`config.mk`:
```
export PLATFORM = sky130hd
export DESIGN_NAME = sct_queue
export DESIGN_NICKNAME = d
export VERILOG_FILES = /design/src/hdl/sct_pkg.sv /design/src/hdl/sct_queue.sv
export SDC_FILE = /design/constraint.sdc
export NUM_CORES = 1
export LEC_CHECK = 0
export BUFFER_PORTS_ARGS = -buffer_cell sky130_fd_sc_hd__buf_4
export CORE_MARGIN = 5
export CORE_UTILIZATION = 46
export CTS_CLUSTER_DIAMETER = 200
export DETAILED_ROUTE_END_ITERATION = 6
export PLACE_DENSITY = 0.75
export RECOVER_POWER = 100
export SLEW_MARGIN = 20
export SYNTH_ARGS = -nofsm -noshare
export SYNTH_HDL_FRONTEND = slang
export SYNTH_SLANG_ARGS = --single-unit
```
`constraint.sdc`:
```
create_clock -name clk -period 2.4 [get_ports clk]
set_clock_uncertainty 0.2 [all_clocks]
set_input_delay 0.72 -clock clk [delete_from_list [all_inputs] [get_ports clk]]
set_output_delay 0.72 -clock clk [all_outputs]
set_load 0.02 [all_outputs]
```
`src/hdl/sct_pkg.sv`:
```
// Shared types, key masks and the token text table for the chord translator
package sct_pkg;

  // key bits of a chord, number bar in bit 0
  localparam logic [22:0] KEY_NUM  = 23'h000001;
  localparam logic [22:0] KEY_IS   = 23'h000002;
  localparam logic [22:0] KEY_IT   = 23'h000004;
  localparam logic [22:0] KEY_IK   = 23'h000008;
  localparam logic [22:0] KEY_IP   = 23'h000010;
  localparam logic [22:0] KEY_IW   = 23'h000020;
  localparam logic [22:0] KEY_IH   = 23'h000040;
  localparam logic [22:0] KEY_IR   = 23'h000080;
  localparam logic [22:0] KEY_VA   = 23'h000100;
  localparam logic [22:0] KEY_VO   = 23'h000200;
  localparam logic [22:0] KEY_STAR = 23'h000400;
  localparam logic [22:0] KEY_VE   = 23'h000800;
  localparam logic [22:0] KEY_VU   = 23'h001000;
  localparam logic [22:0] KEY_FF   = 23'h002000;
  localparam logic [22:0] KEY_FR   = 23'h004000;
  localparam logic [22:0] KEY_FP   = 23'h008000;
  localparam logic [22:0] KEY_FB   = 23'h010000;
  localparam logic [22:0] KEY_FL   = 23'h020000;
  localparam logic [22:0] KEY_FG   = 23'h040000;
  localparam logic [22:0] KEY_FT   = 23'h080000;
  localparam logic [22:0] KEY_FS   = 23'h100000;
  localparam logic [22:0] KEY_FD   = 23'h200000;
  localparam logic [22:0] KEY_FZ   = 23'h400000;

  // key groups
  localparam logic [22:0] MASK_INIT = KEY_STAR | KEY_IS | KEY_IT | KEY_IK | KEY_IP | KEY_IW
                                    | KEY_IH | KEY_IR;
  localparam logic [22:0] MASK_VOW  = KEY_VA | KEY_VO | KEY_VE | KEY_VU;
  localparam logic [22:0] MASK_FIN  = KEY_STAR | KEY_FF | KEY_FR | KEY_FP | KEY_FB | KEY_FL
                                    | KEY_FG | KEY_FT | KEY_FS | KEY_FD | KEY_FZ;

  // output slots of one chord, in emission order
  localparam int NUM_SLOTS = 26;
  localparam int TEXT_W    = 96;

  // token codes, each one fixed piece of text
  typedef enum logic [5:0] {
    TOK_NONE, TOK_COMMA, TOK_CORR, TOK_PARA, TOK_DOT, TOK_QUEST, TOK_NEWLINE,
    TOK_D0, TOK_D1, TOK_D2, TOK_D3, TOK_D4, TOK_D5, TOK_D6, TOK_D7, TOK_D8, TOK_D9,
    TOK_B, TOK_CH, TOK_D, TOK_F, TOK_G, TOK_J, TOK_L, TOK_M, TOK_N, TOK_QU, TOK_V,
    TOK_Y, TOK_Z, TOK_S, TOK_T, TOK_K, TOK_P, TOK_W, TOK_H, TOK_R,
    TOK_AY, TOK_AW, TOK_EE, TOK_I, TOK_IY, TOK_OH, TOK_OI, TOK_OO, TOK_OU, TOK_UU,
    TOK_A, TOK_O, TOK_STAR, TOK_E, TOK_U,
    TOK_MP, TOK_NG, TOK_RCH, TOK_RF, TOK_SH, TOK_X, TOK_SHUN, TOK_NK, TOK_KSHUN
  } tok_t;

  // classified chord as passed from front to back
  typedef struct packed {
    tok_t       whole;
    tok_t       init_combo;
    logic [6:0] init_keys;   // S T K P W H R from bit 0
    tok_t       vow_combo;
    logic [4:0] vow_keys;    // A O star E U from bit 0
    tok_t       fin_combo;
    logic [9:0] fin_keys;    // F R P B L G T S D Z from bit 0
  } sct_desc_t;

  // text of a token, first character in the highest used byte
  typedef struct packed {
    logic [3:0]        len;
    logic [TEXT_W-1:0] text;
  } tok_info_t;

  function automatic tok_info_t ti(input logic [3:0] len, input logic [TEXT_W-1:0] text);
    tok_info_t r;
    r.len  = len;
    r.text = text;
    return r;
  endfunction

  function automatic tok_info_t tok_text(input tok_t tok);
    tok_info_t r;
    unique case (tok)
      TOK_COMMA:   r = ti(4'd1, ",");
      TOK_CORR:    r = ti(4'd12, "[correction]");
      TOK_PARA:    r = ti(4'd11, "[paragraph]");
      TOK_DOT:     r = ti(4'd1, ".");
      TOK_QUEST:   r = ti(4'd1, "?");
      TOK_NEWLINE: r = ti(4'd9, "[newline]");
      TOK_D0:      r = ti(4'd1, "0");
      TOK_D1:      r = ti(4'd1, "1");
      TOK_D2:      r = ti(4'd1, "2");
      TOK_D3:      r = ti(4'd1, "3");
      TOK_D4:      r = ti(4'd1, "4");
      TOK_D5:      r = ti(4'd1, "5");
      TOK_D6:      r = ti(4'd1, "6");
      TOK_D7:      r = ti(4'd1, "7");
      TOK_D8:      r = ti(4'd1, "8");
      TOK_D9:      r = ti(4'd1, "9");
      TOK_B:       r = ti(4'd1, "B");
      TOK_CH:      r = ti(4'd2, "CH");
      TOK_D:       r = ti(4'd1, "D");
      TOK_F:       r = ti(4'd1, "F");
      TOK_G:       r = ti(4'd1, "G");
      TOK_J:       r = ti(4'd1, "J");
      TOK_L:       r = ti(4'd1, "L");
      TOK_M:       r = ti(4'd1, "M");
      TOK_N:       r = ti(4'd1, "N");
      TOK_QU:      r = ti(4'd2, "QU");
      TOK_V:       r = ti(4'd1, "V");
      TOK_Y:       r = ti(4'd1, "Y");
      TOK_Z:       r = ti(4'd1, "Z");
      TOK_S:       r = ti(4'd1, "S");
      TOK_T:       r = ti(4'd1, "T");
      TOK_K:       r = ti(4'd1, "K");
      TOK_P:       r = ti(4'd1, "P");
      TOK_W:       r = ti(4'd1, "W");
      TOK_H:       r = ti(4'd1, "H");
      TOK_R:       r = ti(4'd1, "R");
      TOK_AY:      r = ti(4'd2, "AY");
      TOK_AW:      r = ti(4'd2, "AW");
      TOK_EE:      r = ti(4'd2, "EE");
      TOK_I:       r = ti(4'd1, "I");
      TOK_IY:      r = ti(4'd2, "IY");
      TOK_OH:      r = ti(4'd2, "OH");
      TOK_OI:      r = ti(4'd2, "OI");
      TOK_OO:      r = ti(4'd2, "OO");
      TOK_OU:      r = ti(4'd2, "OU");
      TOK_UU:      r = ti(4'd2, "UU");
      TOK_A:       r = ti(4'd1, "A");
      TOK_O:       r = ti(4'd1, "O");
      TOK_STAR:    r = ti(4'd1, "*");
      TOK_E:       r = ti(4'd1, "E");
      TOK_U:       r = ti(4'd1, "U");
      TOK_MP:      r = ti(4'd2, "MP");
      TOK_NG:      r = ti(4'd2, "NG");
      TOK_RCH:     r = ti(4'd3, "RCH");
      TOK_RF:      r = ti(4'd2, "RF");
      TOK_SH:      r = ti(4'd2, "SH");
      TOK_X:       r = ti(4'd1, "X");
      TOK_SHUN:    r = ti(4'd4, "SHUN");
      TOK_NK:      r = ti(4'd2, "NK");
      TOK_KSHUN:   r = ti(4'd5, "KSHUN");
      default:     r = ti(4'd1, '0);
    endcase
    return r;
  endfunction

endpackage

```
`src/hdl/sct_queue.sv`:
```
// Short descriptor queue between the front and back parts
module sct_queue import sct_pkg::*; #(
  parameter int DEPTH = 2
) (
  input  logic      clk,
  input  logic      rst,
  input  logic      in_valid,
  output logic      in_ready,
  input  sct_desc_t in_desc,
  output logic      out_valid,
  input  logic      out_pop,
  output sct_desc_t out_desc
);

  localparam int PtrW = (DEPTH > 1) ? $clog2(DEPTH) : 1;
  localparam int CntW = $clog2(DEPTH + 1);

  sct_desc_t       store [DEPTH];
  logic [PtrW-1:0] wr_ptr;
  logic [PtrW-1:0] rd_ptr;
  logic [CntW-1:0] count;
  logic            push;
  logic            pop;

  assign in_ready  = (count != CntW'(DEPTH));
  assign out_valid = (count != '0);
  assign push      = in_valid & in_ready;
  assign pop       = out_pop & out_valid;
  assign out_desc  = store[rd_ptr];

  // entry storage
  always_ff @(posedge clk) begin
    if (push) begin
      store[wr_ptr] <= in_desc;
    end
  end

  // pointers and fill level
  always_ff @(posedge clk) begin
    if (rst) begin
      wr_ptr <= '0;
      rd_ptr <= '0;
      count  <= '0;
    end else begin
      if (push) begin
        wr_ptr <= (wr_ptr == PtrW'(DEPTH - 1)) ? '0 : wr_ptr + 1'b1;
      end
      if (pop) begin
        rd_ptr <= (rd_ptr == PtrW'(DEPTH - 1)) ? '0 : rd_ptr + 1'b1;
      end
      if (push && !pop) begin
        count <= count + 1'b1;
      end else if (pop && !push) begin
        count <= count - 1'b1;
      end
    end
  end

endmodule

```
==> load_flow_metrics.sql <==
INSERT INTO impl_metrics (metric_group, metric, value, unit) VALUES
('drt', 'detailroute.via_count', '1819', ''),
('layout', 'footprint_of_the_multi_input_gates', '690.7', 'um^2'),
('critical_path', 'worst-setup-path-type', 'flop to primary output', ''),
('critical_path', 'worstPathRequired', '1.48', 'ns'),
('pwr', 'share_clk_of_total_power', '20.5', '%'),
('critical_path', 'worst_setup_path_end_kind', 'primary output', ''),
('clocking', 'cts.hold.buffers_added', '0', ''),
('outcome', 'status', 'finished clean', ''),
('critical_path', 'worst_path_cell_trace', 'buf_12, mux2_2, buf_4', ''),
('critical_path', 'cp_slowest_stage_delay', '0.40', 'ns'),
('timing', 'max_slew.worst_pin.slew', '0.6779', 'ns'),
('critical_path', 'worst_r2r_path_depth', '3', ''),
('placement', 'place.detailed.hpwl', '4003', 'um'),
('synth', 'sequential_element_share_of_the_synthesized_area', '80.91', '%'),
('die', 'initial_core_util', '46.51', '%'),
('pwr', 'p_leak', '1.713', 'nW'),
('drt', 'drcViolationCount', '0', ''),
('worst_hold_path', 'whs_path_depth', '2', ''),
('clocking', 'cts_sinks', '97', ''),
('timing', 'timing.final.crit_period', '2.359', 'ns'),
('global_route', 'first_global_vias', '1978', ''),
('timing', 'rsz0062_at_grt', 'yes', ''),
('die', 'num_rows', '32', ''),
('timing', 'finalCritPeriodShare', '98.27', '%'),
('layout', 'diodes', '0', ''),
('drt', 'routed_len_inst', '16.41', 'um'),
('pwr', 'seq_power_share', '46.0', '%'),
('pwr', 'internal_power', '3.372', 'mW'),
('timing', 'fmax', '424.0', 'MHz'),
('drt', 'avgViaCountPerCell', '4.749', ''),
('synth', 'synth_largest_area_cell', 'sky130_fd_sc_hd__edfxtp_1', ''),
('drt', 'final_antenna_net_count', '0', ''),
('critical_path', 'worst-r2r-setup-slack', '0.42', 'ns'),
('pwr', 'switching_share', '29.41', '%'),
('layout', 'syn2layout_area_growth', '31.33', '%'),
('timing', 'worst_slew_margin_rel', '54.81', '%'),
('die', 'die_area', '9546', 'um^2'),
('timing', 'hold_violations', '0', ''),
('global_route', 'grt_max_degree', '47', ''),
('synth', 'yosysTopAreaCellShare', '78.08', '%'),
('worst_hold_path', 'min-delay-start', 'rd_ptr', ''),
('placement', 'post-place-cells', '366', ''),
('critical_path', 'crit-reg2reg-launch', 'count[0]', ''),
('layout', 'layout.filler_cells', '601', ''),
('worst_hold_path', 'worstHoldPathType', 'flop to flop', ''),
('critical_path', 'crit-reg2reg-capture', 'store[1][1]', ''),
('drt', 'wl', '6284', 'um'),
('clocking', 'clock_tree.buffer_depth', '2', ''),
('pwr', 'vdd_drop_max', '566.8', 'uV'),
('synth', 'postSynthCellCount', '167', ''),
('layout', 'finalCoreUtilization', '61.09', '%'),
('synth', 'yosysWarnings', '0', ''),
('critical_path', 'startpoint_kind_of_the_worst_setup_timing_path', 'flop', ''),
('flow_run', 'max_cap_viol_count', '0', ''),
('die', 'die_h', '97.71', 'um'),
('critical_path', 'worstPathMaxFanout', '20', ''),
('pwr', 'share_comb_of_total_power', '33.5', '%'),
('global_route', 'antenna_found_initial', '0', ''),
('worst_hold_path', 'worst_hold_path.endpoint', 'rd_ptr', ''),
('clocking', 'clock_tree.htree_level_count', '3', ''),
('layout', 'drive_above_1_share', '53.74', '%'),
('clocking', 'cts_inserted_buffers', '9', ''),
('synth', 'synth_top_cells_by_area', 'sky130_fd_sc_hd__edfxtp_1 (78%), sky130_fd_sc_hd__mux2_2 (15%), sky130_fd_sc_hd__dfxtp_1 (2.8%)', ''),
('synth', 'syn_area_per_cell', '21.19', 'um^2'),
('global_route', 'grt_first_pass_wirelength', '9611', 'um'),
('clocking', 'tritoncts_clock_tree', 'yes', ''),
('layout', 'final_common_cell', 'sky130_fd_sc_hd__edfxtp_1', ''),
('synth', 'syn_area', '3538', 'um^2'),
('timing', 'timing_max_transition_violations_final', '0', ''),
('pwr', 'p_switching', '1.405', 'mW'),
('timing', 'fin_hold_ws', '0.3089', 'ns');
## flip-flops by register name (all words and copies together) (netlist names), named ones only
signal	flops
store	92
rd_ptr	1
wr_ptr	1
count	2
## Yosys cell counts
library cell,instances
sky130_fd_sc_hd__nand3b_1,1
sky130_fd_sc_hd__edfxtp_1,92
sky130_fd_sc_hd__and3_1,1
sky130_fd_sc_hd__or3_1,1
sky130_fd_sc_hd__xor2_1,3
sky130_fd_sc_hd__buf_2,1
sky130_fd_sc_hd__or2_2,1
sky130_fd_sc_hd__mux2_2,46
sky130_fd_sc_hd__nor2_1,3
sky130_fd_sc_hd__buf_4,4
sky130_fd_sc_hd__inv_1,1
sky130_fd_sc_hd__o21ai_0,2
sky130_fd_sc_hd__nand2b_1,1
sky130_fd_sc_hd__and2_1,1
sky130_fd_sc_hd__ha_1,1
sky130_fd_sc_hd__a21bo_2,1
sky130_fd_sc_hd__a21oi_1,2
sky130_fd_sc_hd__dfxtp_1,5
## cell type report
type / instances / area share, %
multi-input combinational: 64 / 14.86
clock buffer: 9 / 2.666
clock inverter: 7 / 1.319
tap: 102 / 2.746
inverter: 1 / 0.08078
sequential: 97 / 61.69
timing repair buffer: 103 / 16.64
## worst max-delay path, delay by kind of cell, from the launching register on
kind	cells	cell delay [ns]
multiplexers	1	0.36
buffers and inverters	2	0.34
flip-flops	1	0.40
## per-stage QoR
stage               power (mW)  setup WS [ns]  cell area, um^2
floorplan                3.140        0.07701             3540
global placement         3.728         0.3300             4424
detailed placement       3.755         0.3126             4424
CTS                      4.752       0.009874             4617
global route             5.032       -0.03866             4647
finish                   4.777        0.04141             4647
## cells by family after synthesis
family,share of synthesized area [%]
compound gates,0.8487
mux,14.64
fa+ha+maj,0.3536
buf+inv,1.096
flops,80.91
xor+xnor,0.7427
simple gates,1.415
## power groups by stage
stage          clock, mW  sequential (mW)  combinational, mW
2_1_floorplan          0             2.20              0.942
3_3_place_gp           0             2.20               1.52
3_5_place_dp           0             2.22               1.54
4_1_cts             1.02             2.18               1.55
5_1_grt             1.11             2.22               1.71
6_report           0.980             2.20               1.60
## timing repair
| item | in CTS | in global routing |
|---|---|---|
| setup buffers | 0 | 0 |
| setup endpoints to repair | 20 | 46 |
| cloned | 0 | 1 |
| resized for setup | 2 | 21 |
## how the worst max path moves through the flow
| stage | start | end | slack (ns) | cells after the start |
|---|---|---|---|---|
| floorplan | in_valid | store[0][0] | 0.08 | 2 |
| global placement | flop | out_desc[11] | 0.33 | 3 |
| detailed placement | flop | out_desc[10] | 0.31 | 3 |
| CTS | flop | out_desc[17] | 0.01 | 3 |
| global route | flop | out_desc[26] | -0.04 | 3 |
| finish | flop | out_desc[10] | 0.04 | 3 |
## metal layers
layer / global-route usage [%] / up-vias / part of all wire, %
met5: 0 / - / 0
met4: 5.112 / 0 / 0.88
met3: 4.594 / 7 / 6.4
met2: 22.88 / 60 / 53
met1: 14.54 / 881 / 40
li1: - / 871 / -
Power figures use the tool's default switching activity.
