[src/hdl/sct_pkg.sv]
// Shared types, key masks and the token text table for the chord translator
package sct_pkg;

  // key bits of a chord, number bar in bit 0
  localparam logic [22:0] KEY_NUM  = 23'h000001;
  localparam logic [22:0] KEY_IS   = 23'h000002;
  localparam logic [22:0] KEY_IT   = 23'h000004;
  localparam logic [22:0] KEY_IK   = 23'h000008;
  localparam logic [22:0] KEY_IP   = 23'h000010;
  localparam logic [22:0] KEY_IW   = 23'h000020;
  localparam logic [22:0] KEY_IH   = 23'h000040;
  localparam logic [22:0] KEY_IR   = 23'h000080;
  localparam logic [22:0] KEY_VA   = 23'h000100;
  localparam logic [22:0] KEY_VO   = 23'h000200;
  localparam logic [22:0] KEY_STAR = 23'h000400;
  localparam logic [22:0] KEY_VE   = 23'h000800;
  localparam logic [22:0] KEY_VU   = 23'h001000;
  localparam logic [22:0] KEY_FF   = 23'h002000;
  localparam logic [22:0] KEY_FR   = 23'h004000;
  localparam logic [22:0] KEY_FP   = 23'h008000;
  localparam logic [22:0] KEY_FB   = 23'h010000;
  localparam logic [22:0] KEY_FL   = 23'h020000;
  localparam logic [22:0] KEY_FG   = 23'h040000;
  localparam logic [22:0] KEY_FT   = 23'h080000;
  localparam logic [22:0] KEY_FS   = 23'h100000;
  localparam logic [22:0] KEY_FD   = 23'h200000;
  localparam logic [22:0] KEY_FZ   = 23'h400000;

  // key groups
  localparam logic [22:0] MASK_INIT = KEY_STAR | KEY_IS | KEY_IT | KEY_IK | KEY_IP | KEY_IW
                                    | KEY_IH | KEY_IR;
  localparam logic [22:0] MASK_VOW  = KEY_VA | KEY_VO | KEY_VE | KEY_VU;
  localparam logic [22:0] MASK_FIN  = KEY_STAR | KEY_FF | KEY_FR | KEY_FP | KEY_FB | KEY_FL
                                    | KEY_FG | KEY_FT | KEY_FS | KEY_FD | KEY_FZ;

  // output slots of one chord, in emission order
  localparam int NUM_SLOTS = 26;
  localparam int TEXT_W    = 96;

  // token codes, each one fixed piece of text
  typedef enum logic [5:0] {
    TOK_NONE, TOK_COMMA, TOK_CORR, TOK_PARA, TOK_DOT, TOK_QUEST, TOK_NEWLINE,
    TOK_D0, TOK_D1, TOK_D2, TOK_D3, TOK_D4, TOK_D5, TOK_D6, TOK_D7, TOK_D8, TOK_D9,
    TOK_B, TOK_CH, TOK_D, TOK_F, TOK_G, TOK_J, TOK_L, TOK_M, TOK_N, TOK_QU, TOK_V,
    TOK_Y, TOK_Z, TOK_S, TOK_T, TOK_K, TOK_P, TOK_W, TOK_H, TOK_R,
    TOK_AY, TOK_AW, TOK_EE, TOK_I, TOK_IY, TOK_OH, TOK_OI, TOK_OO, TOK_OU, TOK_UU,
    TOK_A, TOK_O, TOK_STAR, TOK_E, TOK_U,
    TOK_MP, TOK_NG, TOK_RCH, TOK_RF, TOK_SH, TOK_X, TOK_SHUN, TOK_NK, TOK_KSHUN
  } tok_t;

  // classified chord as passed from front to back
  typedef struct packed {
    tok_t       whole;
    tok_t       init_combo;
    logic [6:0] init_keys;   // S T K P W H R from bit 0
    tok_t       vow_combo;
    logic [4:0] vow_keys;    // A O star E U from bit 0
    tok_t       fin_combo;
    logic [9:0] fin_keys;    // F R P B L G T S D Z from bit 0
  } sct_desc_t;

  // text of a token, first character in the highest used byte
  typedef struct packed {
    logic [3:0]        len;
    logic [TEXT_W-1:0] text;
  } tok_info_t;

  function automatic tok_info_t ti(input logic [3:0] len, input logic [TEXT_W-1:0] text);
    tok_info_t r;
    r.len  = len;
    r.text = text;
    return r;
  endfunction

  function automatic tok_info_t tok_text(input tok_t tok);
    tok_info_t r;
    unique case (tok)
      TOK_COMMA:   r = ti(4'd1, ",");
      TOK_CORR:    r = ti(4'd12, "[correction]");
      TOK_PARA:    r = ti(4'd11, "[paragraph]");
      TOK_DOT:     r = ti(4'd1, ".");
      TOK_QUEST:   r = ti(4'd1, "?");
      TOK_NEWLINE: r = ti(4'd9, "[newline]");
      TOK_D0:      r = ti(4'd1, "0");
      TOK_D1:      r = ti(4'd1, "1");
      TOK_D2:      r = ti(4'd1, "2");
      TOK_D3:      r = ti(4'd1, "3");
      TOK_D4:      r = ti(4'd1, "4");
      TOK_D5:      r = ti(4'd1, "5");
      TOK_D6:      r = ti(4'd1, "6");
      TOK_D7:      r = ti(4'd1, "7");
      TOK_D8:      r = ti(4'd1, "8");
      TOK_D9:      r = ti(4'd1, "9");
      TOK_B:       r = ti(4'd1, "B");
      TOK_CH:      r = ti(4'd2, "CH");
      TOK_D:       r = ti(4'd1, "D");
      TOK_F:       r = ti(4'd1, "F");
      TOK_G:       r = ti(4'd1, "G");
      TOK_J:       r = ti(4'd1, "J");
      TOK_L:       r = ti(4'd1, "L");
      TOK_M:       r = ti(4'd1, "M");
      TOK_N:       r = ti(4'd1, "N");
      TOK_QU:      r = ti(4'd2, "QU");
      TOK_V:       r = ti(4'd1, "V");
      TOK_Y:       r = ti(4'd1, "Y");
      TOK_Z:       r = ti(4'd1, "Z");
      TOK_S:       r = ti(4'd1, "S");
      TOK_T:       r = ti(4'd1, "T");
      TOK_K:       r = ti(4'd1, "K");
      TOK_P:       r = ti(4'd1, "P");
      TOK_W:       r = ti(4'd1, "W");
      TOK_H:       r = ti(4'd1, "H");
      TOK_R:       r = ti(4'd1, "R");
      TOK_AY:      r = ti(4'd2, "AY");
      TOK_AW:      r = ti(4'd2, "AW");
      TOK_EE:      r = ti(4'd2, "EE");
      TOK_I:       r = ti(4'd1, "I");
      TOK_IY:      r = ti(4'd2, "IY");
      TOK_OH:      r = ti(4'd2, "OH");
      TOK_OI:      r = ti(4'd2, "OI");
      TOK_OO:      r = ti(4'd2, "OO");
      TOK_OU:      r = ti(4'd2, "OU");
      TOK_UU:      r = ti(4'd2, "UU");
      TOK_A:       r = ti(4'd1, "A");
      TOK_O:       r = ti(4'd1, "O");
      TOK_STAR:    r = ti(4'd1, "*");
      TOK_E:       r = ti(4'd1, "E");
      TOK_U:       r = ti(4'd1, "U");
      TOK_MP:      r = ti(4'd2, "MP");
      TOK_NG:      r = ti(4'd2, "NG");
      TOK_RCH:     r = ti(4'd3, "RCH");
      TOK_RF:      r = ti(4'd2, "RF");
      TOK_SH:      r = ti(4'd2, "SH");
      TOK_X:       r = ti(4'd1, "X");
      TOK_SHUN:    r = ti(4'd4, "SHUN");
      TOK_NK:      r = ti(4'd2, "NK");
      TOK_KSHUN:   r = ti(4'd5, "KSHUN");
      default:     r = ti(4'd1, '0);
    endcase
    return r;
  endfunction

endpackage

[src/hdl/sct_front.sv]
// Front part: classifies a chord into whole-chord, combination and single-key tokens
module sct_front import sct_pkg::*; (
  input  logic [22:0] chord,
  output sct_desc_t   desc
);

  tok_t        whole;
  tok_t        init_combo;
  tok_t        vow_combo;
  tok_t        fin_combo;
  logic [22:0] init_bits;
  logic [22:0] vow_bits;
  logic [22:0] fin_bits;
  logic        star_left;

  // whole-chord punctuation, commands and digits
  always_comb begin
    unique case (chord)
      KEY_FR | KEY_FB | KEY_FG | KEY_FS:          whole = TOK_COMMA;
      KEY_STAR:                                   whole = TOK_CORR;
      KEY_IP | KEY_FF:                            whole = TOK_PARA;
      KEY_FF | KEY_FP | KEY_FL | KEY_FT:          whole = TOK_DOT;
      KEY_IS | KEY_IT | KEY_IP | KEY_IH:          whole = TOK_QUEST;
      KEY_IP | KEY_IR | KEY_VA | KEY_FF:          whole = TOK_NEWLINE;
      KEY_NUM | KEY_VO:                           whole = TOK_D0;
      KEY_NUM | KEY_IS:                           whole = TOK_D1;
      KEY_NUM | KEY_IT:                           whole = TOK_D2;
      KEY_NUM | KEY_IP:                           whole = TOK_D3;
      KEY_NUM | KEY_IH:                           whole = TOK_D4;
      KEY_NUM | KEY_VA:                           whole = TOK_D5;
      KEY_NUM | KEY_FF:                           whole = TOK_D6;
      KEY_NUM | KEY_FP:                           whole = TOK_D7;
      KEY_NUM | KEY_FL:                           whole = TOK_D8;
      KEY_NUM | KEY_FT:                           whole = TOK_D9;
      default:                                    whole = TOK_NONE;
    endcase
  end

  // initial-key combinations, star included
  assign init_bits = chord & MASK_INIT;
  always_comb begin
    unique case (init_bits)
      KEY_IP | KEY_IW:                            init_combo = TOK_B;
      KEY_IK | KEY_IH:                            init_combo = TOK_CH;
      KEY_IT | KEY_IK:                            init_combo = TOK_D;
      KEY_IT | KEY_IP:                            init_combo = TOK_F;
      KEY_IT | KEY_IK | KEY_IP | KEY_IW:          init_combo = TOK_G;
      KEY_IS | KEY_IK | KEY_IW | KEY_IR:          init_combo = TOK_J;
      KEY_IH | KEY_IR:                            init_combo = TOK_L;
      KEY_IP | KEY_IH:                            init_combo = TOK_M;
      KEY_IT | KEY_IP | KEY_IH:                   init_combo = TOK_N;
      KEY_IK | KEY_IW:                            init_combo = TOK_QU;
      KEY_IS | KEY_IR:                            init_combo = TOK_V;
      KEY_IK | KEY_IW | KEY_IR:                   init_combo = TOK_Y;
      KEY_IS | KEY_STAR:                          init_combo = TOK_Z;
      default:                                    init_combo = TOK_NONE;
    endcase
  end

  // vowel combinations
  assign vow_bits = chord & MASK_VOW;
  always_comb begin
    unique case (vow_bits)
      KEY_VA | KEY_VE | KEY_VU:                   vow_combo = TOK_AY;
      KEY_VA | KEY_VU:                            vow_combo = TOK_AW;
      KEY_VA | KEY_VO | KEY_VE:                   vow_combo = TOK_EE;
      KEY_VE | KEY_VU:                            vow_combo = TOK_I;
      KEY_VA | KEY_VO | KEY_VE | KEY_VU:          vow_combo = TOK_IY;
      KEY_VO | KEY_VE:                            vow_combo = TOK_OH;
      KEY_VO | KEY_VE | KEY_VU:                   vow_combo = TOK_OI;
      KEY_VA | KEY_VO:                            vow_combo = TOK_OO;
      KEY_VO | KEY_VU:                            vow_combo = TOK_OU;
      KEY_VA | KEY_VO | KEY_VU:                   vow_combo = TOK_UU;
      default:                                    vow_combo = TOK_NONE;
    endcase
  end

  // star survives the initials only when no initial combination took it
  assign star_left = chord[10] & (init_combo == TOK_NONE);

  // final combinations; star is always gone by now, either in the Z
  // combination or as the printed star, so the star patterns never hit
  assign fin_bits = chord & MASK_FIN & ~KEY_STAR;
  always_comb begin
    unique case (fin_bits)
      KEY_FF | KEY_FP:                            fin_combo = TOK_CH;
      KEY_FP | KEY_FB | KEY_FL | KEY_FG:          fin_combo = TOK_J;
      KEY_FB | KEY_FG:                            fin_combo = TOK_K;
      KEY_FP | KEY_FL:                            fin_combo = TOK_M;
      KEY_FF | KEY_FR | KEY_FP:                   fin_combo = TOK_MP;
      KEY_FP | KEY_FB:                            fin_combo = TOK_N;
      KEY_FP | KEY_FB | KEY_FG:                   fin_combo = TOK_NG;
      KEY_STAR | KEY_FP | KEY_FB | KEY_FG:        fin_combo = TOK_NK;
      KEY_FF | KEY_FR | KEY_FP | KEY_FB:          fin_combo = TOK_RCH;
      KEY_FF | KEY_FR | KEY_FB:                   fin_combo = TOK_RF;
      KEY_FR | KEY_FB:                            fin_combo = TOK_SH;
      KEY_STAR | KEY_FF:                          fin_combo = TOK_V;
      KEY_FB | KEY_FG | KEY_FS:                   fin_combo = TOK_X;
      KEY_FG | KEY_FS:                            fin_combo = TOK_SHUN;
      KEY_STAR | KEY_FB | KEY_FG | KEY_FS:        fin_combo = TOK_KSHUN;
      default:                                    fin_combo = TOK_NONE;
    endcase
  end

  // a whole-chord match consumes every key
  always_comb begin
    desc = '0;
    if (whole != TOK_NONE) begin
      desc.whole = whole;
    end else begin
      desc.whole      = TOK_NONE;
      desc.init_combo = init_combo;
      desc.init_keys  = (init_combo == TOK_NONE) ? chord[7:1] : 7'd0;
      desc.vow_combo  = vow_combo;
      desc.vow_keys   = (vow_combo == TOK_NONE)
                      ? {chord[12], chord[11], star_left, chord[9], chord[8]}
                      : {1'b0, 1'b0, star_left, 1'b0, 1'b0};
      desc.fin_combo  = fin_combo;
      desc.fin_keys   = (fin_combo == TOK_NONE) ? chord[22:13] : 10'd0;
    end
  end

endmodule

[config.mk]
export PLATFORM = sky130hd
export DESIGN_NAME = sct_front
export DESIGN_NICKNAME = d
export VERILOG_FILES = /design/src/hdl/sct_pkg.sv /design/src/hdl/sct_front.sv
export SDC_FILE = /design/constraint.sdc
export NUM_CORES = 1
export LEC_CHECK = 0
export BUFFER_PORTS_ARGS = -buffer_cell sky130_fd_sc_hd__buf_2
export CAP_MARGIN = 20
export CORE_MARGIN = 10
export CORE_UTILIZATION = 30
export DETAILED_ROUTE_END_ITERATION = 10
export PLACE_DENSITY = 0.55
export SETUP_SLACK_MARGIN = 0.2
export SYNTH_ARGS = -nofsm -noshare
export SYNTH_HDL_FRONTEND = slang
export SYNTH_SLANG_ARGS = --single-unit
[constraint.sdc]
create_clock -name vclk -period 1.9
set_clock_uncertainty 0.1 [all_clocks]
set_input_delay 0.285 -clock vclk [all_inputs]
set_output_delay 0.285 -clock vclk [all_outputs]
set_load 0.01 [all_outputs]
==> results of run 1 <==
-- worst min-delay path by stage --
stage                     endpoint  slack [ns]  cells after the start
after floorplan            desc[8]        0.57                      1
after global placement     desc[8]        0.77                      2
after detailed placement   desc[8]        0.78                      2
after CTS                  desc[9]        0.69                      2
after global routing       desc[9]        0.70                      2
final                      desc[9]        0.69                      2
-- where the power goes --
group / switching (uW) / internal [uW] / leakage, uW
Sequential: 0 / 0 / 0
Combinational: 312 / 340 / 0.00175
Clock: 0 / 0 / 0
-- stage by stage --
stage	util (%)	setup TNS, ns	setup slack [ns]
final	67.56	-8.314	-0.3548
after CTS	63.40	-8.070	-0.3755
after global placement	50.84	-12.38	-0.4769
after global routing	67.56	-10.52	-0.4445
after detailed placement	50.84	-12.11	-0.4923
after floorplan	-	-2.092	-0.1511
-- cell families (layout without fill, tap and decap cells) --
| group | after synthesis | count (layout) | synth area share [%] |
|---|---|---|---|
| compound gates | 37 | 37 | 16.54 |
| other cells | 1 | 3 | 0.2032 |
| simple gates | 165 | 166 | 65.42 |
| mux | 1 | 1 | 0.5424 |
| xor+xnor | 7 | 7 | 3.322 |
| buf+inv | 45 | 211 | 13.97 |
-- critical path, stage by stage --
cell	delay (ns)
buf_8	0.11
buf_6	0.14
and2_1	0.15
and3_4	0.19
a221o_1	0.38
nand3b_1	0.24
nor3_4	0.21
buf_2	0.15
-- routing by layer --
layer,track usage (%),vias to the layer above
met2,30.01,137
met1,21.85,1357
li1,-,1330
met5,0,-
met4,3.087,0
met3,1.885,24
-- area by class of cell --
class                      instances  share of cell area (%)
tap                               75                   2.332
inverter                          16                   1.679
timing repair buffer             195                   43.84
multi-input combinational        214                   52.15
-- repair_timing --
| item | CTS | global route |
|---|---|---|
| setup buffers | 21 | 8 |
| gates resized for setup | 129 | 40 |
| pin swaps | 49 | 22 |
| cloned | 1 | 0 |
| hold buffers | 0 | 0 |
| endpoints found under the setup margin | 34 | 34 |
-- placed cells by master (no fill, tap or decap), types with 4 or more instances in the layout --
| cell type | instances |
|---|---|
| buf_6 | 38 |
| inv_1 | 11 |
| xor2_1 | 4 |
| nand2_2 | 5 |
| a21oi_1 | 4 |
| nor3_1 | 4 |
| buf_8 | 5 |
| buf_12 | 17 |
| o21ai_0 | 7 |
| buf_2 | 37 |
| nor2_1 | 19 |
| nand2_1 | 9 |
| nor3_2 | 6 |
| buf_4 | 97 |
| nor4b_4 | 4 |
| nor4_2 | 8 |
| nor3_4 | 14 |
| nor4_4 | 8 |
| nand4_1 | 20 |
| nor2b_1 | 5 |
| nand3_1 | 10 |
==> results.py, run 1 <==
metrics = {
    "floorplanning": {
        "die-width_um": 98.43,
        "row_count": 28,
        "die-height_um": 98.43,
        "die-area_sq_mm": 0.009688,
        "num_io_pins": 69,
        "core_sq_mm": 0.005956,
        "start_util_pct": 30.99,
    },
    "timing": {
        "rsz0062_at_grt": "yes",
        "hold_viol": 0,
        "holdWs_ns": 0.6899,
        "finalSetupViolations": 33,
        "worstMarginPinSlew_ns": 0.5090,
        "slew_viol_final": 0,
        "setup_slack_ns": -0.3548,
        "period_share_pct": 118.7,
        "relSlewSlack_pct": 65.98,
        "fmaxAchievable_mhz": 443.5,
        "fin_crit_ns": 2.255,
    },
    "power": {
        "powerDensity_mw_per_mm2": 162.1,
        "total_power_uw": 652.1,
        "leakage_uw": 0.001752,
        "ir_drop_uv": 114.3,
    },
    "synthesis": {
        "synth_most_common_cell": "nor2_1",
        "synth_top_cell_area_share_pct": 6.780,
        "synthCells": 256,
        "synthTopCellsByArea": "nand4_1 6.8%, nor3_2 5.4%, nor4_2 5.4%, buf_6 4.3%, nor2_1 4.3%",
        "synth_area_per_cell_sq_um": 7.209,
        "syn_area_sq_mm": 0.001846,
        "ys_top_cells_by_count": "21 x nor2_1, 20 x nand4_1, 15 x nand2_1",
        "yosysSeqAreaShare_pct": 0,
        "ys_warn_count": 0,
        "synth_cell_type_count": 64,
        "synth_largest_area_cell": "nand4_1",
    },
    "layout": {
        "antenna_cells": 0,
        "area_growth_pct": 118.0,
        "multi_input_area_sq_mm": 0.002098,
        "nFillCells": 442,
        "finalNonFillerCells": 500,
        "final_area_sq_mm": 0.004024,
        "flops_and_latches": 0,
        "nNetsFinal": 450,
        "seqCellArea_sq_um": 0,
        "final_layout_size_suffix_gt1_share_pct": 68.94,
        "nClkBuffers": 0,
    },
    "worst_setup_path": {
        "crit_arrival_ns": 1.87,
        "critPathMaxFanout": 6,
        "critPathKind": "input pin to output port",
        "end_kind": "output port",
        "startpoint": "chord[13]",
        "crit_end": "desc[4]",
        "startpoint_type": "input pin",
        "cp.required_ns": 1.51,
    },
    "global_route": {
        "grt_overflow_total": 0,
        "antenna_found_initial": 0,
        "grt_pass1_wl_mm": 14.57,
        "grt_max_degree": 13,
        "grt_use_total_pct": 17.05,
        "grt_pass1_vias": 2909,
    },
    "place": {
        "gp_congestion": 0.8900,
        "dpl.hpwl_mm": 6.529,
        "port_buffers": 66,
        "dpl.cell_count": 470,
        "placed_area_sq_mm": 0.003028,
    },
    "drt": {
        "via_count": 2848,
        "wirelength_mm": 9.329,
        "drc": 0,
        "antenna_left": 0,
        "met2_length_mm": 4.740,
        "met3_length_um": 590,
        "viasPerCell": 5.696,
        "post_drt_wl_per_cell_um": 18.66,
        "drt_iter0_markers": 167,
        "drt-met1-wl_mm": 3.770,
        "firstDrtPassIters": 5,
        "top_layer": "met4",
    },
    "run": {
        "cap_violations": 0,
    },
    "status": {
        "violations": "negative setup slack",
        "status": "finished with violations",
    },
    "hold_path": {
        "holdCritStartpoint": "chord[22]",
        "worstHoldPathType": "input pin to output port",
    },
}
Note: power is estimated with default switching activity, not from simulation.
==> run 2: changes to the inputs <==
CELL_PAD_IN_SITES_DETAIL_PLACEMENT = 0   (was default)
CELL_PAD_IN_SITES_GLOBAL_PLACEMENT = 1   (was default)
PLACE_DENSITY = 0.74   (was 0.55)
TNS_END_PERCENT = 1   (was default)
==> run 2 against run 1 <==
  * The run still ends with negative setup slack left
  * Routed wire length decreased by 13%
  * Cell count decreased by 4.0%
  * Global-route usage decreased by 2.2 points
  * First-iteration DRC count decreased by 15%
  * Flip-flop and latch count unchanged
  * Worst setup slack got worse by 0.091 ns
  * Total power decreased by 20%
  * Sequential share of layout area unchanged
  * Critical path depth increased by 1
  * Final area decreased by 17%
  * Non-clock buffer count decreased by 21
  * Highest routed layer unchanged
==> results.py, run 2 (synthesis gave the netlist of run 1 again) <==
metrics = {
    "status": {
        "status": "finished with violations",
        "violations": "negative setup slack",
    },
    "drt": {
        "firstDrtPassIters": 4,
        "drt_iter0_markers": 142,
        "met2_length_mm": 4.012,
        "met3_length_um": 595,
        "drc": 0,
        "via_count": 2593,
        "drt-met1-wl_mm": 3.483,
        "post_drt_wl_per_cell_um": 16.93,
        "wirelength_mm": 8.127,
        "antenna_left": 0,
        "top_layer": "met4",
        "viasPerCell": 5.402,
    },
    "run": {
        "cap_violations": 0,
    },
    "worst_setup_path": {
        "cp.required_ns": 1.51,
        "end_kind": "output port",
        "critPathMaxFanout": 7,
        "critPathKind": "input pin to output port",
        "path_delay_family": "simple AND/OR/NAND/NOR gates",
        "crit_buf_inv": 4,
        "cpPeakStageDelay_ns": 0.43,
        "crit_chain": "buf_2 > buf_8 > nor3_4 > nand4_1 > o32a_4 > nand4_4 > buf_4 > nor4_4 > buf_2",
        "critPathMostFrequentCell": "buf_2",
        "cp_slowest_cell": "o32a_4",
        "crit_arrival_ns": 1.96,
        "startpoint_type": "input pin",
    },
    "hold_path": {
        "worstHoldPathType": "input pin to output port",
    },
    "timing": {
        "rsz0062_at_grt": "yes",
        "hold_viol": 0,
        "setup-tns-final_ns": -9.637,
        "slew_viol_final": 0,
        "period_share_pct": 123.4,
        "fmaxAchievable_mhz": 426.4,
        "fin_crit_ns": 2.345,
        "finalSetupViolations": 34,
        "setup_slack_ns": -0.4454,
    },
    "power": {
        "leakage_uw": 0.001523,
        "powerDensity_mw_per_mm2": 156.4,
        "ir_drop_uv": 82.96,
    },
    "layout": {
        "multi_input_area_sq_mm": 0.001888,
        "most-common-layout-cells": "106 x buf_4, 48 x buf_2, 20 x nand4_1, 19 x nor2_1, 13 x nand2_1",
        "seqCellArea_sq_um": 0,
        "area_growth_pct": 81.42,
        "finalNonFillerCells": 480,
        "nClkBuffers": 0,
        "final_common_cell": "buf_4",
        "flops_and_latches": 0,
        "nFillCells": 574,
        "final_area_sq_mm": 0.003348,
        "antenna_cells": 0,
        "post-route-util_pct": 56.22,
        "nNetsFinal": 430,
        "final_layout_size_suffix_gt1_share_pct": 61.98,
    },
    "place": {
        "dp_slack_ns": -0.4744,
        "dpl.cell_count": 466,
        "dpl.hpwl_mm": 6.400,
        "placed_area_sq_mm": 0.002825,
        "gp_congestion": 0.9276,
        "port_buffers": 66,
    },
    "floorplanning": {
        "die-height_um": 98.43,
        "start_util_pct": 30.99,
        "num_io_pins": 69,
        "core_sq_mm": 0.005956,
        "die-width_um": 98.43,
        "row_count": 28,
        "die-area_sq_mm": 0.009688,
    },
    "global_route": {
        "grt_max_degree": 11,
        "grt_pass1_vias": 2572,
        "antenna_found_initial": 0,
        "grt_overflow_total": 0,
        "grt_use_total_pct": 14.85,
        "grt_pass1_wl_mm": 12.83,
    },
    "clock_network": {
        "hold_buffers": 0,
    },
}
run 2: cell types whose count changed in the layout (fill, tap and decap cells not counted), sizes merged:
cell	delta
nand4	+1
buf	-21
run 2: power breakdown:
group | switching (uW) | internal [uW] | total, uW | leakage [uW]
registers | 0 | 0 | 0 | 0
logic | 267 | 256 | 524 | 0.00152
clock network | 0 | 0 | 0 | 0
total | 267 | 256 | 524 | 0.00152
run 2: metrics by stage:
stage	power [uW]	hold WS (ns)
final	523.6	0.7285
after global routing	563.5	0.7426
after CTS	500.6	0.7294
after detailed placement	448.3	0.7413
after global placement	443.2	0.7360
after floorplan	237.2	0.5715
run 2: cell type report:
| cell class | instances | share of cell area [%] |
|---|---|---|
| Multi-Input combinational cell | 215 | 56.39 |
| Timing Repair Buffer | 174 | 38.94 |
| Tap cell | 75 | 2.803 |
| Inverter | 16 | 1.868 |
run 2: routing by layer:
metal	GRT usage, %	vias to the layer above
met5	0	-
met4	0.7718	0
met3	2.025	4
met2	26.32	82
met1	19.32	1226
li1	-	1281
run 2: repair_timing:
| item | CTS | global route |
|---|---|---|
| gates cloned | 2 | 0 |
| buffers inserted | 7 | 5 |
| pin swaps | 20 | 12 |
| resized for setup | 64 | 27 |
| setup endpoints to repair | 34 | 34 |
run 2: worst paths after layout:
kind / slack, ns / cells past startpoint / startpoint / endpoint
hold / removal: 0.73 / 2 / chord[22] / desc[9]
setup / recovery: -0.45 / 9 / chord[2] / desc[32]
==> run 3: changes to the inputs <==
SKIP_LAST_GASP = 1   (was default)
==> run 3 against run 2 <==
  * The run still ends with negative setup slack left
  * Routed wire length is 0.75% higher
  * Fmax is 1.2% higher
  * Total power shrank 2.9%
  * Global-route usage is 0.057 points lower
  * Non-clock buffer count rose by 1
  * Core utilization down 2.0 points
  * Final area shrank 3.6%
  * Flip-flop and latch count is the same
  * Highest routed layer unchanged
  * Cell count is 0.21% higher
  * Hold slack improved by 0.012 ns
==> results.py, run 3 (synthesis gave the netlist of run 1 again) <==
metrics = {
    "timing": {
        "hold_viol": 0,
        "setup_slack_ns": -0.4186,
        "slew_viol_final": 0,
        "finalSetupViolations": 34,
        "fin_crit_ns": 2.319,
        "holdWs_ns": 0.7408,
        "period_share_pct": 122.0,
        "rsz0062_at_grt": "yes",
        "fmaxAchievable_mhz": 431.3,
    },
    "layout": {
        "multi_input_area_sq_mm": 0.001805,
        "final_common_cell": "buf_4",
        "nClkBuffers": 0,
        "nNetsFinal": 431,
        "seqCellArea_sq_um": 0,
        "most-common-layout-cells": "104 x buf_4, 56 x buf_2, 20 x nor2_1, 20 x nand4_1, 14 x nand2_1",
        "nFillCells": 579,
        "final_layout_size_suffix_gt1_share_pct": 58.87,
        "final_area_sq_mm": 0.003227,
        "antenna_cells": 0,
        "area_growth_pct": 74.85,
        "flops_and_latches": 0,
    },
    "worst_setup_path": {
        "startpoint": "chord[10]",
        "crit_chain": "buf_4 > nor4_2 > and4_4 > a32o_2 > buf_4 > nand4b_4 > nor3_2 > buf_2",
        "critPathMostFrequentCell": "buf_4",
        "crit_arrival_ns": 1.93,
        "path_delay_family": "simple AND/OR/NAND/NOR gates",
        "cp_slowest_cell": "nor4_2",
        "cp.required_ns": 1.51,
        "crit_buf_inv": 3,
        "critPathKind": "input pin to output port",
        "end_kind": "output port",
        "cpPeakStageDelay_ns": 0.45,
        "startpoint_type": "input pin",
        "critPathMaxFanout": 5,
    },
    "drt": {
        "firstDrtPassIters": 5,
        "antenna_left": 0,
        "drt_iter0_markers": 148,
        "met3_length_um": 539,
        "viasPerCell": 5.426,
        "met2_length_mm": 4.062,
        "via_count": 2610,
        "drc": 0,
        "top_layer": "met4",
        "drt-met1-wl_mm": 3.572,
        "wirelength_mm": 8.188,
        "post_drt_wl_per_cell_um": 17.02,
    },
    "global_route": {
        "grt_overflow_total": 0,
        "antenna_found_initial": 0,
        "grt_use_total_pct": 14.79,
        "grt_pass1_vias": 2556,
        "grt_max_degree": 11,
        "grt_pass1_wl_mm": 12.77,
    },
    "power": {
        "powerDensity_mw_per_mm2": 157.5,
        "leakage_uw": 0.001476,
        "ir_drop_uv": 80.86,
    },
    "place": {
        "port_buffers": 66,
        "gp_congestion": 0.9276,
        "placed_area_sq_mm": 0.002825,
        "dpl.hpwl_mm": 6.400,
    },
    "run": {
        "cap_violations": 0,
    },
    "floorplanning": {
        "num_io_pins": 69,
        "core_sq_mm": 0.005956,
        "die-area_sq_mm": 0.009688,
        "row_count": 28,
        "die-width_um": 98.43,
        "start_util_pct": 30.99,
        "die-height_um": 98.43,
    },
    "status": {
        "status": "finished with violations",
        "violations": "negative setup slack",
    },
    "hold_path": {
        "worstHoldPathType": "input pin to output port",
        "holdCritStartpoint": "chord[22]",
    },
}
-- run 3: path summary, 6_finish.rpt --
kind / depth (start not counted) / end
worst max-delay path: 8 / desc[5]
worst min-delay path: 2 / desc[9]
-- run 3: stage by stage --
stage	TNS, ns	total power (uW)	worst slack (ns)	cells	util, %
after detailed placement	-12.06	448.3	-0.4744	466	47.44
after floorplan	-2.254	237.2	-0.1619	258	-
final	-10.54	508.3	-0.4186	481	54.18
after CTS	-10.39	479.6	-0.3906	475	51.62
after global placement	-11.85	443.2	-0.4633	466	47.44
after global routing	-13.11	548.1	-0.4830	481	54.18
-- run 3: area by class of cell --
cell class         count  area share, %
multi-input cells    215          55.95
repair buffers       175          39.20
well taps             75          2.908
inverters             16          1.939
-- run 3: layer usage --
layer | global-route usage (%) | vias up
met5 | 0 | -
met4 | 0.3308 | 0
met3 | 2.025 | 2
met2 | 26.12 | 93
met1 | 19.48 | 1235
li1 | - | 1280
-- run 3: what timing repair did --
action,4_1_cts,5_1_grt
gates resized for setup,36,23
endpoints found under the setup margin,34,34
pin swaps,11,17
hold buffers,0,0
gates cloned,2,0
buffers inserted,7,6
-- run 3: power by group --
| group | internal [uW] | switching (uW) | total, uW |
|---|---|---|---|
| logic | 248 | 261 | 508 |
| registers | 0 | 0 | 0 |
| clock network | 0 | 0 | 0 |
